File: src/rtl/wph_pkg.sv
// Shared constants and codes for the WAV PCM header parser.
`default_nettype none
package wph_pkg;

    // Widths of the result fields
    localparam int STATUS_W = 3;
    localparam int RATE_W   = 16;
    localparam int SAMPLE_W = 16;
    localparam int WORD_W   = 32;

    // Little-endian four-character codes
    localparam logic [WORD_W-1:0] ID_RIFF = 32'h4646_4952;
    localparam logic [WORD_W-1:0] ID_WAVE = 32'h4556_4157;
    localparam logic [WORD_W-1:0] ID_DATA = 32'h6174_6164;
    localparam logic [WORD_W-1:0] ID_FMT  = 32'h2074_6D66;

    localparam logic [SAMPLE_W-1:0] SAMPLE_OFFSET = 16'h8000;

    // Header layout
    localparam logic [WORD_W-1:0] HEADER_LIMIT     = 32'd128;
    localparam logic [WORD_W-1:0] FIXED_HEADER_LEN = 32'd36;
    localparam logic [5:0] OFS_RIFF  = 6'd3;
    localparam logic [5:0] OFS_WAVE  = 6'd11;
    localparam logic [5:0] OFS_FMT   = 6'd15;
    localparam logic [5:0] OFS_FMTID = 6'd23;
    localparam logic [5:0] OFS_RATE  = 6'd27;
    localparam logic [5:0] OFS_BITS  = 6'd35;

    // Chunk header byte counts
    localparam logic [2:0] HDR_ID_LAST  = 3'd3;
    localparam logic [2:0] HDR_LAST     = 3'd7;

    // Phase and status codes
    localparam logic [STATUS_W-1:0] PH_HEADER    = 3'd0;
    localparam logic [STATUS_W-1:0] PH_PLAY      = 3'd1;
    localparam logic [STATUS_W-1:0] ERR_FORMAT   = 3'd2;
    localparam logic [STATUS_W-1:0] ERR_CHANNELS = 3'd3;
    localparam logic [STATUS_W-1:0] ERR_WIDTH    = 3'd4;
    localparam logic [STATUS_W-1:0] ERR_NODATA   = 3'd5;
    localparam logic [STATUS_W-1:0] PH_DONE      = 3'd6;
    localparam logic [STATUS_W-1:0] ERR_NONE     = 3'd0;

endpackage
`default_nettype wire

File: src/rtl/wav_pcm_header_parser.sv
// WAV PCM header parser and sample emitter, one file byte per transaction.
//
// Input channel: i_valid / o_stall carry one file byte (i_data_byte) and a
// start marker (i_start_req) that restarts the parse on byte 0 of a file.
// Output channel: o_valid / i_stall carry one result per input byte: the
// status, the latched sample rate, the sample width flag, the data bytes
// still to play and, when o_sample_valid is high, an offset-binary sample.
// A byte accepted at a clock edge has its result on the ports after that
// edge. One byte per cycle unless i_stall holds a result; the whole update
// of the parse state is one pass of logic between the state registers and
// the output register. A result waiting under i_stall holds the output
// register and stalls the input only while it is not taken; a result taken
// in the same cycle frees the way for the next byte.
// Reset clears the parse state to header parsing and empties the output
// register; the input is stalled while reset is held. Terminal statuses
// hold until a byte with i_start_req set.
`default_nettype none
module wav_pcm_header_parser (
    input  wire                          i_clk,
    input  wire                          i_rst_n,
    input  wire                          i_valid,
    output logic                         o_stall,
    input  wire  [7:0]                   i_data_byte,
    input  wire                          i_start_req,
    output logic                         o_valid,
    input  wire                          i_stall,
    output logic [wph_pkg::STATUS_W-1:0] o_status,
    output logic [wph_pkg::RATE_W-1:0]   o_sample_rate,
    output logic                         o_wide_samples,
    output logic [wph_pkg::WORD_W-1:0]   o_data_remaining,
    output logic                         o_sample_valid,
    output logic [wph_pkg::SAMPLE_W-1:0] o_sample
);
    import wph_pkg::*;

    // Parse state
    logic [STATUS_W-1:0] r_phase, n_phase;
    logic [WORD_W-1:0]   r_position, n_position;
    logic [WORD_W-1:0]   r_word_shift, n_word_shift;
    logic [WORD_W-1:0]   r_chunk_id, n_chunk_id;
    logic [WORD_W-1:0]   r_skip_remaining, n_skip_remaining;
    logic [RATE_W-1:0]   r_rate, n_rate;
    logic                r_width_flag, n_width_flag;
    logic [WORD_W-1:0]   r_bytes_left, n_bytes_left;
    logic [7:0]          r_low_byte, n_low_byte;
    logic                r_pair_half, n_pair_half;
    logic [STATUS_W-1:0] r_header_error, n_header_error;
    logic [2:0]          r_hdr_count, n_hdr_count;

    // Output register
    logic                r_out_valid;
    logic                n_sample_valid;
    logic [SAMPLE_W-1:0] n_sample;

    // State seen by this byte: the reset values when a new file starts
    logic [STATUS_W-1:0] s_phase;
    logic [WORD_W-1:0]   s_position, s_word_shift, s_chunk_id, s_skip_remaining;
    logic [RATE_W-1:0]   s_rate;
    logic                s_width_flag, s_pair_half;
    logic [WORD_W-1:0]   s_bytes_left;
    logic [7:0]          s_low_byte;
    logic [STATUS_W-1:0] s_header_error, v_error;
    logic [2:0]          s_hdr_count;
    logic [WORD_W-1:0]   v_bytes_dec;
    logic [15:0]         v_bits;
    logic                w_accept;

    assign o_stall  = ~i_rst_n | (r_out_valid & i_stall);
    assign w_accept = i_valid & ~o_stall;
    assign o_valid  = r_out_valid;

    // Select the starting state for this byte
    always_comb begin
        s_phase          = i_start_req ? PH_HEADER : r_phase;
        s_position       = i_start_req ? '0 : r_position;
        s_word_shift     = i_start_req ? '0 : r_word_shift;
        s_chunk_id       = i_start_req ? '0 : r_chunk_id;
        s_skip_remaining = i_start_req ? '0 : r_skip_remaining;
        s_rate           = i_start_req ? '0 : r_rate;
        s_width_flag     = i_start_req ? 1'b0 : r_width_flag;
        s_bytes_left     = i_start_req ? '0 : r_bytes_left;
        s_low_byte       = i_start_req ? '0 : r_low_byte;
        s_pair_half      = i_start_req ? 1'b0 : r_pair_half;
        s_header_error   = i_start_req ? ERR_NONE : r_header_error;
        s_hdr_count      = i_start_req ? '0 : r_hdr_count;
    end

    // Advance the parse by one byte
    always_comb begin
        n_phase          = s_phase;
        n_position       = s_position;
        n_word_shift     = s_word_shift;
        n_chunk_id       = s_chunk_id;
        n_skip_remaining = s_skip_remaining;
        n_rate           = s_rate;
        n_width_flag     = s_width_flag;
        n_bytes_left     = s_bytes_left;
        n_low_byte       = s_low_byte;
        n_pair_half      = s_pair_half;
        n_header_error   = s_header_error;
        n_hdr_count      = s_hdr_count;
        n_sample_valid   = 1'b0;
        n_sample         = '0;
        v_error          = s_header_error;
        v_bits           = '0;
        v_bytes_dec      = s_bytes_left - 32'd1;

        unique case (s_phase)
            PH_HEADER: begin
                n_word_shift = {i_data_byte, s_word_shift[WORD_W-1:8]};
                if (s_position != '1) begin
                    n_position = s_position + 32'd1;
                end
                if (s_position < FIXED_HEADER_LEN) begin
                    // Fixed RIFF and fmt fields
                    unique case (s_position[5:0])
                        OFS_RIFF: begin
                            if (n_word_shift != ID_RIFF && s_header_error == ERR_NONE) begin
                                n_header_error = ERR_FORMAT;
                            end
                        end
                        OFS_WAVE: begin
                            if (n_word_shift != ID_WAVE && s_header_error == ERR_NONE) begin
                                n_header_error = ERR_FORMAT;
                            end
                        end
                        OFS_FMT: begin
                            if (n_word_shift != ID_FMT && s_header_error == ERR_NONE) begin
                                n_header_error = ERR_FORMAT;
                            end
                        end
                        OFS_FMTID: begin
                            if (s_header_error == ERR_NONE) begin
                                if (n_word_shift[15:0] != 16'd1) begin
                                    n_header_error = ERR_FORMAT;
                                end else if (n_word_shift[31:16] > 16'd1) begin
                                    n_header_error = ERR_CHANNELS;
                                end
                            end
                        end
                        OFS_RATE: begin
                            n_rate = n_word_shift[RATE_W-1:0];
                        end
                        OFS_BITS: begin
                            v_bits = n_word_shift[31:16];
                            if (v_bits != 16'd8 && v_bits != 16'd16
                                && s_header_error == ERR_NONE) begin
                                v_error = ERR_WIDTH;
                            end
                            n_header_error = v_error;
                            if (v_error != ERR_NONE) begin
                                n_phase = v_error;
                            end else begin
                                n_width_flag = (v_bits == 16'd16);
                            end
                        end
                        default: ;
                    endcase
                end else if (s_skip_remaining != '0) begin
                    // Drop the body of a skipped chunk
                    n_skip_remaining = s_skip_remaining - 32'd1;
                end else begin
                    // Chunk header: id then size
                    n_hdr_count = s_hdr_count + 3'd1;
                    if (s_hdr_count == HDR_ID_LAST) begin
                        n_chunk_id = n_word_shift;
                    end
                    if (s_hdr_count == HDR_LAST) begin
                        n_hdr_count = '0;
                        if (s_chunk_id == ID_DATA) begin
                            n_bytes_left = n_word_shift;
                            n_pair_half  = 1'b0;
                            n_phase      = (n_word_shift != '0) ? PH_PLAY : PH_DONE;
                        end else if (n_position > HEADER_LIMIT) begin
                            n_phase = ERR_NODATA;
                        end else begin
                            n_skip_remaining = n_word_shift;
                        end
                    end
                end
            end
            PH_PLAY: begin
                n_bytes_left = v_bytes_dec;
                if (!s_width_flag) begin
                    n_sample       = {8'h00, i_data_byte};
                    n_sample_valid = 1'b1;
                end else if (!s_pair_half) begin
                    n_low_byte  = i_data_byte;
                    n_pair_half = 1'b1;
                    if (v_bytes_dec == '0) begin
                        // Lone last byte of an odd-length wide stream
                        n_sample       = {8'h00, i_data_byte} + SAMPLE_OFFSET;
                        n_sample_valid = 1'b1;
                        n_pair_half    = 1'b0;
                    end
                end else begin
                    n_sample       = {i_data_byte, s_low_byte} + SAMPLE_OFFSET;
                    n_sample_valid = 1'b1;
                    n_pair_half    = 1'b0;
                end
                if (v_bytes_dec == '0) begin
                    n_phase = PH_DONE;
                end
            end
            default: ;
        endcase
    end

    // Hold or load the parse state and the output flag
    always_ff @(posedge i_clk) begin
        if (!i_rst_n) begin
            r_phase          <= PH_HEADER;
            r_position       <= '0;
            r_word_shift     <= '0;
            r_chunk_id       <= '0;
            r_skip_remaining <= '0;
            r_rate           <= '0;
            r_width_flag     <= 1'b0;
            r_bytes_left     <= '0;
            r_low_byte       <= '0;
            r_pair_half      <= 1'b0;
            r_header_error   <= ERR_NONE;
            r_hdr_count      <= '0;
            r_out_valid      <= 1'b0;
        end else begin
            if (w_accept) begin
                r_phase          <= n_phase;
                r_position       <= n_position;
                r_word_shift     <= n_word_shift;
                r_chunk_id       <= n_chunk_id;
                r_skip_remaining <= n_skip_remaining;
                r_rate           <= n_rate;
                r_width_flag     <= n_width_flag;
                r_bytes_left     <= n_bytes_left;
                r_low_byte       <= n_low_byte;
                r_pair_half      <= n_pair_half;
                r_header_error   <= n_header_error;
                r_hdr_count      <= n_hdr_count;
                r_out_valid      <= 1'b1;
            end else if (!i_stall) begin
                r_out_valid <= 1'b0;
            end
        end
    end

    // Load the result payload with each accepted transaction
    always_ff @(posedge i_clk) begin
        if (w_accept) begin
            o_status         <= n_phase;
            o_sample_rate    <= n_rate;
            o_wide_samples   <= n_width_flag;
            o_data_remaining <= n_bytes_left;
            o_sample_valid   <= n_sample_valid;
            o_sample         <= n_sample;
        end
    end

endmodule
`default_nettype wire

File: config.mk
export PLATFORM = sky130hd
export DESIGN_NAME = wav_pcm_header_parser
export DESIGN_NICKNAME = d
export VERILOG_FILES = /design/src/rtl/wph_pkg.sv /design/src/rtl/wav_pcm_header_parser.sv
export SDC_FILE = /design/constraint.sdc
export NUM_CORES = 1
export LEC_CHECK = 0
export BUFFER_PORTS_ARGS = -buffer_cell sky130_fd_sc_hd__buf_2
export CAP_MARGIN = 40
export CELL_PAD_IN_SITES_DETAIL_PLACEMENT = 1
export CELL_PAD_IN_SITES_GLOBAL_PLACEMENT = 1
export CORE_UTILIZATION = 43
export CTS_BUF_LIST = sky130_fd_sc_hd__clkbuf_8
export CTS_CLUSTER_DIAMETER = 40
export DETAILED_ROUTE_END_ITERATION = 16
export PLACE_DENSITY = 0.83
export SYNTH_ARGS = -nofsm -noshare
export SYNTH_HDL_FRONTEND = slang
export SYNTH_SLANG_ARGS = --single-unit
File: constraint.sdc
create_clock -name i_clk -period 5.7 [get_ports i_clk]
set_input_delay 0.57 -clock i_clk [delete_from_list [all_inputs] [get_ports i_clk]]
set_output_delay 0.57 -clock i_clk [all_outputs]
set_load 0.1 [all_outputs]
==> metrics.yaml <==
sta:
  max_freq_mhz: 225
  worst_pin_slew_ps: 918
  relSlewSlack: 0.380
  setup_violations: 0
  period_minus_slack_ps: 4450
  rsz0062_at_grt: "no"
  clock_skew_ps: 56.9
  fin_tns_setup_ps: 0
  final_hold_viol_count: 0
  finalCritPeriodShare: 0.781
  drv_slew: 0
floorplanning:
  die_y_um: 188
  dieArea_mm2: 0.0354
  core_mm2: 0.0338
  io_pins: 84
  fp-row-count: 67
  die_x_um: 188
  start_util: 0.441
setup_path:
  critical_path_class: "reg2reg"
  cp_num_buf_inv: 0
  path_cells: "nor2b_1, ha_1, nand2b_1, or4_1, nor4_1, nand3_1, xor2_1, a41oi_1, nor4_4, and2_4, o221ai_1, a311o_1"
  critical_path.top_delay_family: "simple AND/OR/NAND/NOR gates"
  crit_path_start_kind: "flop"
  slowest_stage: "or4_1"
  arrival_ps: 4950
  critPathMaxStageDelay_ps: 740
  crit_path_max_fanout: 30
  worstSetupEndpointType: "flop"
  worstPathRequired_ps: 6200
finish:
  nFillCells: 4073
  multi_input_area_mm2: 0.00830
  nets: 1865
  area_delta_synth_final_pct: 11.8
  final-seq-area_mm2: 0.00584
  layout-drive-gt1-share: 0.122
pwr:
  clkPwrFrac: 0.480
  internal_power_mw: 3.20
  switching_share: 0.276
  power.density_mw_per_mm2: 265
  ir_drop_v: 0.000168
  p_sw_mw: 1.22
  pwr-share-comb: 0.086
  total_power_mw: 4.42
  leakage_nw: 6.05
  p_seq_frac: 0.434
clocking:
  cts_max_path_buffers: 3
  cts_root_buf: "clkbuf_8"
  htreeDepth: 2
  cts_sinks: 257
  cts.repair.resized: 0
  cts_setup_buffers: 0
  cts_tree: "yes"
  cts_buffers: 49
  clk_latency_ps: 630
  hold_buffers: 0
  clkTransAtPathRegs_ps: 60
global_routing:
  gr-total-overflow: 0
  grt_max_degree: 150
  grt_usage: 0.320
  grt_pass1_vias: 15297
  grt_pass1_wl_um: 89300
  antenna_found_initial: 2
placement:
  io_buffers: 83
  gp_congestion: 0.964
  hpwl_um: 38800
route:
  via_count: 15250
  wl_per_cell_um: 24.5
  drt_pass1_iterations: 5
  drtIter0Drc: 1244
  ant_nets: 0
  routed_wirelength_um: 57200
  viasPerCell: 6.54
  drcViolationCount: 0
yosys:
  ys_ff_latch: 257
  ys_warn_count: 0
  synth-edff-count: 69
  postSynthAreaPerCell_um2: 8.06
  async_reset_ff_frac: 0
  synthTopCellsByCount: "dfxtp_1 (188), nand2_1 (181), nor2_1 (170)"
  synth_top_area_frac: 0.253
  syn_inst: 1846
  yosysTopAreaCell: "dfxtp_1"
  yosysSeqAreaShare: 0.392
  yosys.cell_count.top_type: "dfxtp_1"
  synth_area_leaders: "dfxtp_1 (25%), edfxtp_1 (14%), nand2_1 (4.6%), o21ai_0 (4.5%), nor2_1 (4.3%)"
  syn_area_mm2: 0.0149
  synthFlopType: "dfxtp_1"
  syn-num-nets: 1866
  yosysUniqueCellTypes: 82
run:
  cap_violations: 0
run_status:
  status: "completed"
worst_hold_path:
  hold_path.class: "in2reg"
==> worst paths after layout <==
check | startpoint | endpoint | slack, ps | cells after the start
setup / recovery | r_position[0] | r_skip_remaining[18] | 1250 | 12
hold / removal | i_stall | o_valid | 280 | 3
setup reg to reg | r_position[0] | r_skip_remaining[18] | 1250 | 12
hold reg to reg | r_hdr_count[1] | r_hdr_count[1] | 470 | 2
==> placed cells by master (no fill, tap or decap), drive strengths merged, types with 40 or more instances in the layout <==
cell / n
a21oi: 94
a22oi: 50
and3: 45
buf: 120
clkbuf: 55
dfxtp: 188
edfxtp: 69
nand2: 181
nand3: 82
nor2: 170
nor2b: 64
nor3: 53
nor4: 40
o21ai: 152
==> worst register-to-register path: stages, from the launching register on <==
cell and delay, ps:
dfxtp_1 380, nor2b_1 240, ha_1 350, nand2b_1 200, or4_1 740, nor4_1 490
nand3_1 150, xor2_1 210, a41oi_1 250, nor4_4 360, and2_4 430, o221ai_1 170
a311o_1 380
==> metal layers <==
metal / up-vias / global-route usage / wire [um]
li1: 6838 / - / -
met1: 7576 / 0.409 / 23800
met2: 679 / 0.525 / 26700
met3: 155 / 0.0494 / 4190
met4: 2 / 0.155 / 2560
met5: - / 0 / 13
==> cell type report <==
cell class,instances,share of cell area
clock inverter,36,0.0237
timing repair buffer,121,0.0437
tap,448,0.0337
inverter,22,0.00511
antenna,1,0.000150
clock buffer,54,0.0446
multi-input combinational,1394,0.499
sequential,257,0.350
==> sequential cells by signal, summed over array words and instances (netlist names), 8 cells and up <==
name	count
r_position	32
r_low_byte	8
r_word_shift	24
o_sample_rate	16
o_data_remaining	32
o_sample	16
r_rate	16
r_chunk_id	32
r_skip_remaining	32
r_bytes_left	32
==> power by group through the flow <==
| stage | Clock [mW] | Sequential [mW] | Combinational [mW] |
|---|---|---|---|
| final | 2.12 | 1.92 | 0.381 |
| after global routing | 2.23 | 1.92 | 0.393 |
| after CTS | 2.15 | 1.92 | 0.377 |
| after detailed placement | 0 | 1.95 | 0.376 |
| after global placement | 0 | 1.95 | 0.372 |
| after floorplan | 0 | 2.11 | 0.120 |
==> logic make-up (layout without fill, tap and decap cells) <==
| family | count (synthesis) | count (layout) | synth area share |
|---|---|---|---|
| AND/OR/NAND/NOR | 773 | 773 | 0.264 |
| adder cells (fa/ha/maj) | 7 | 7 | 0.00588 |
| buffers and inverters | 195 | 233 | 0.0518 |
| XOR/XNOR | 28 | 28 | 0.0165 |
| AO/OA/AOI/OAI | 559 | 559 | 0.251 |
| flip-flops | 257 | 257 | 0.392 |
| multiplexers | 27 | 27 | 0.0183 |
| other | 0 | 1 | 0 |
==> through the flow <==
stage	hold slack, ps	instance area [um2]	instances	utilization	setup slack, ps
5_1_grt	302	16600	2332	0.493	938
3_5_place_dp	468	15500	2241	0.459	809
6_report	279	16600	2333	0.493	1250
3_3_place_gp	446	15500	2240	0.459	950
4_1_cts	257	16600	2331	0.493	1280
2_1_floorplan	436	14900	1846	-	17.6
Note: power is estimated with default switching activity, not from simulation.
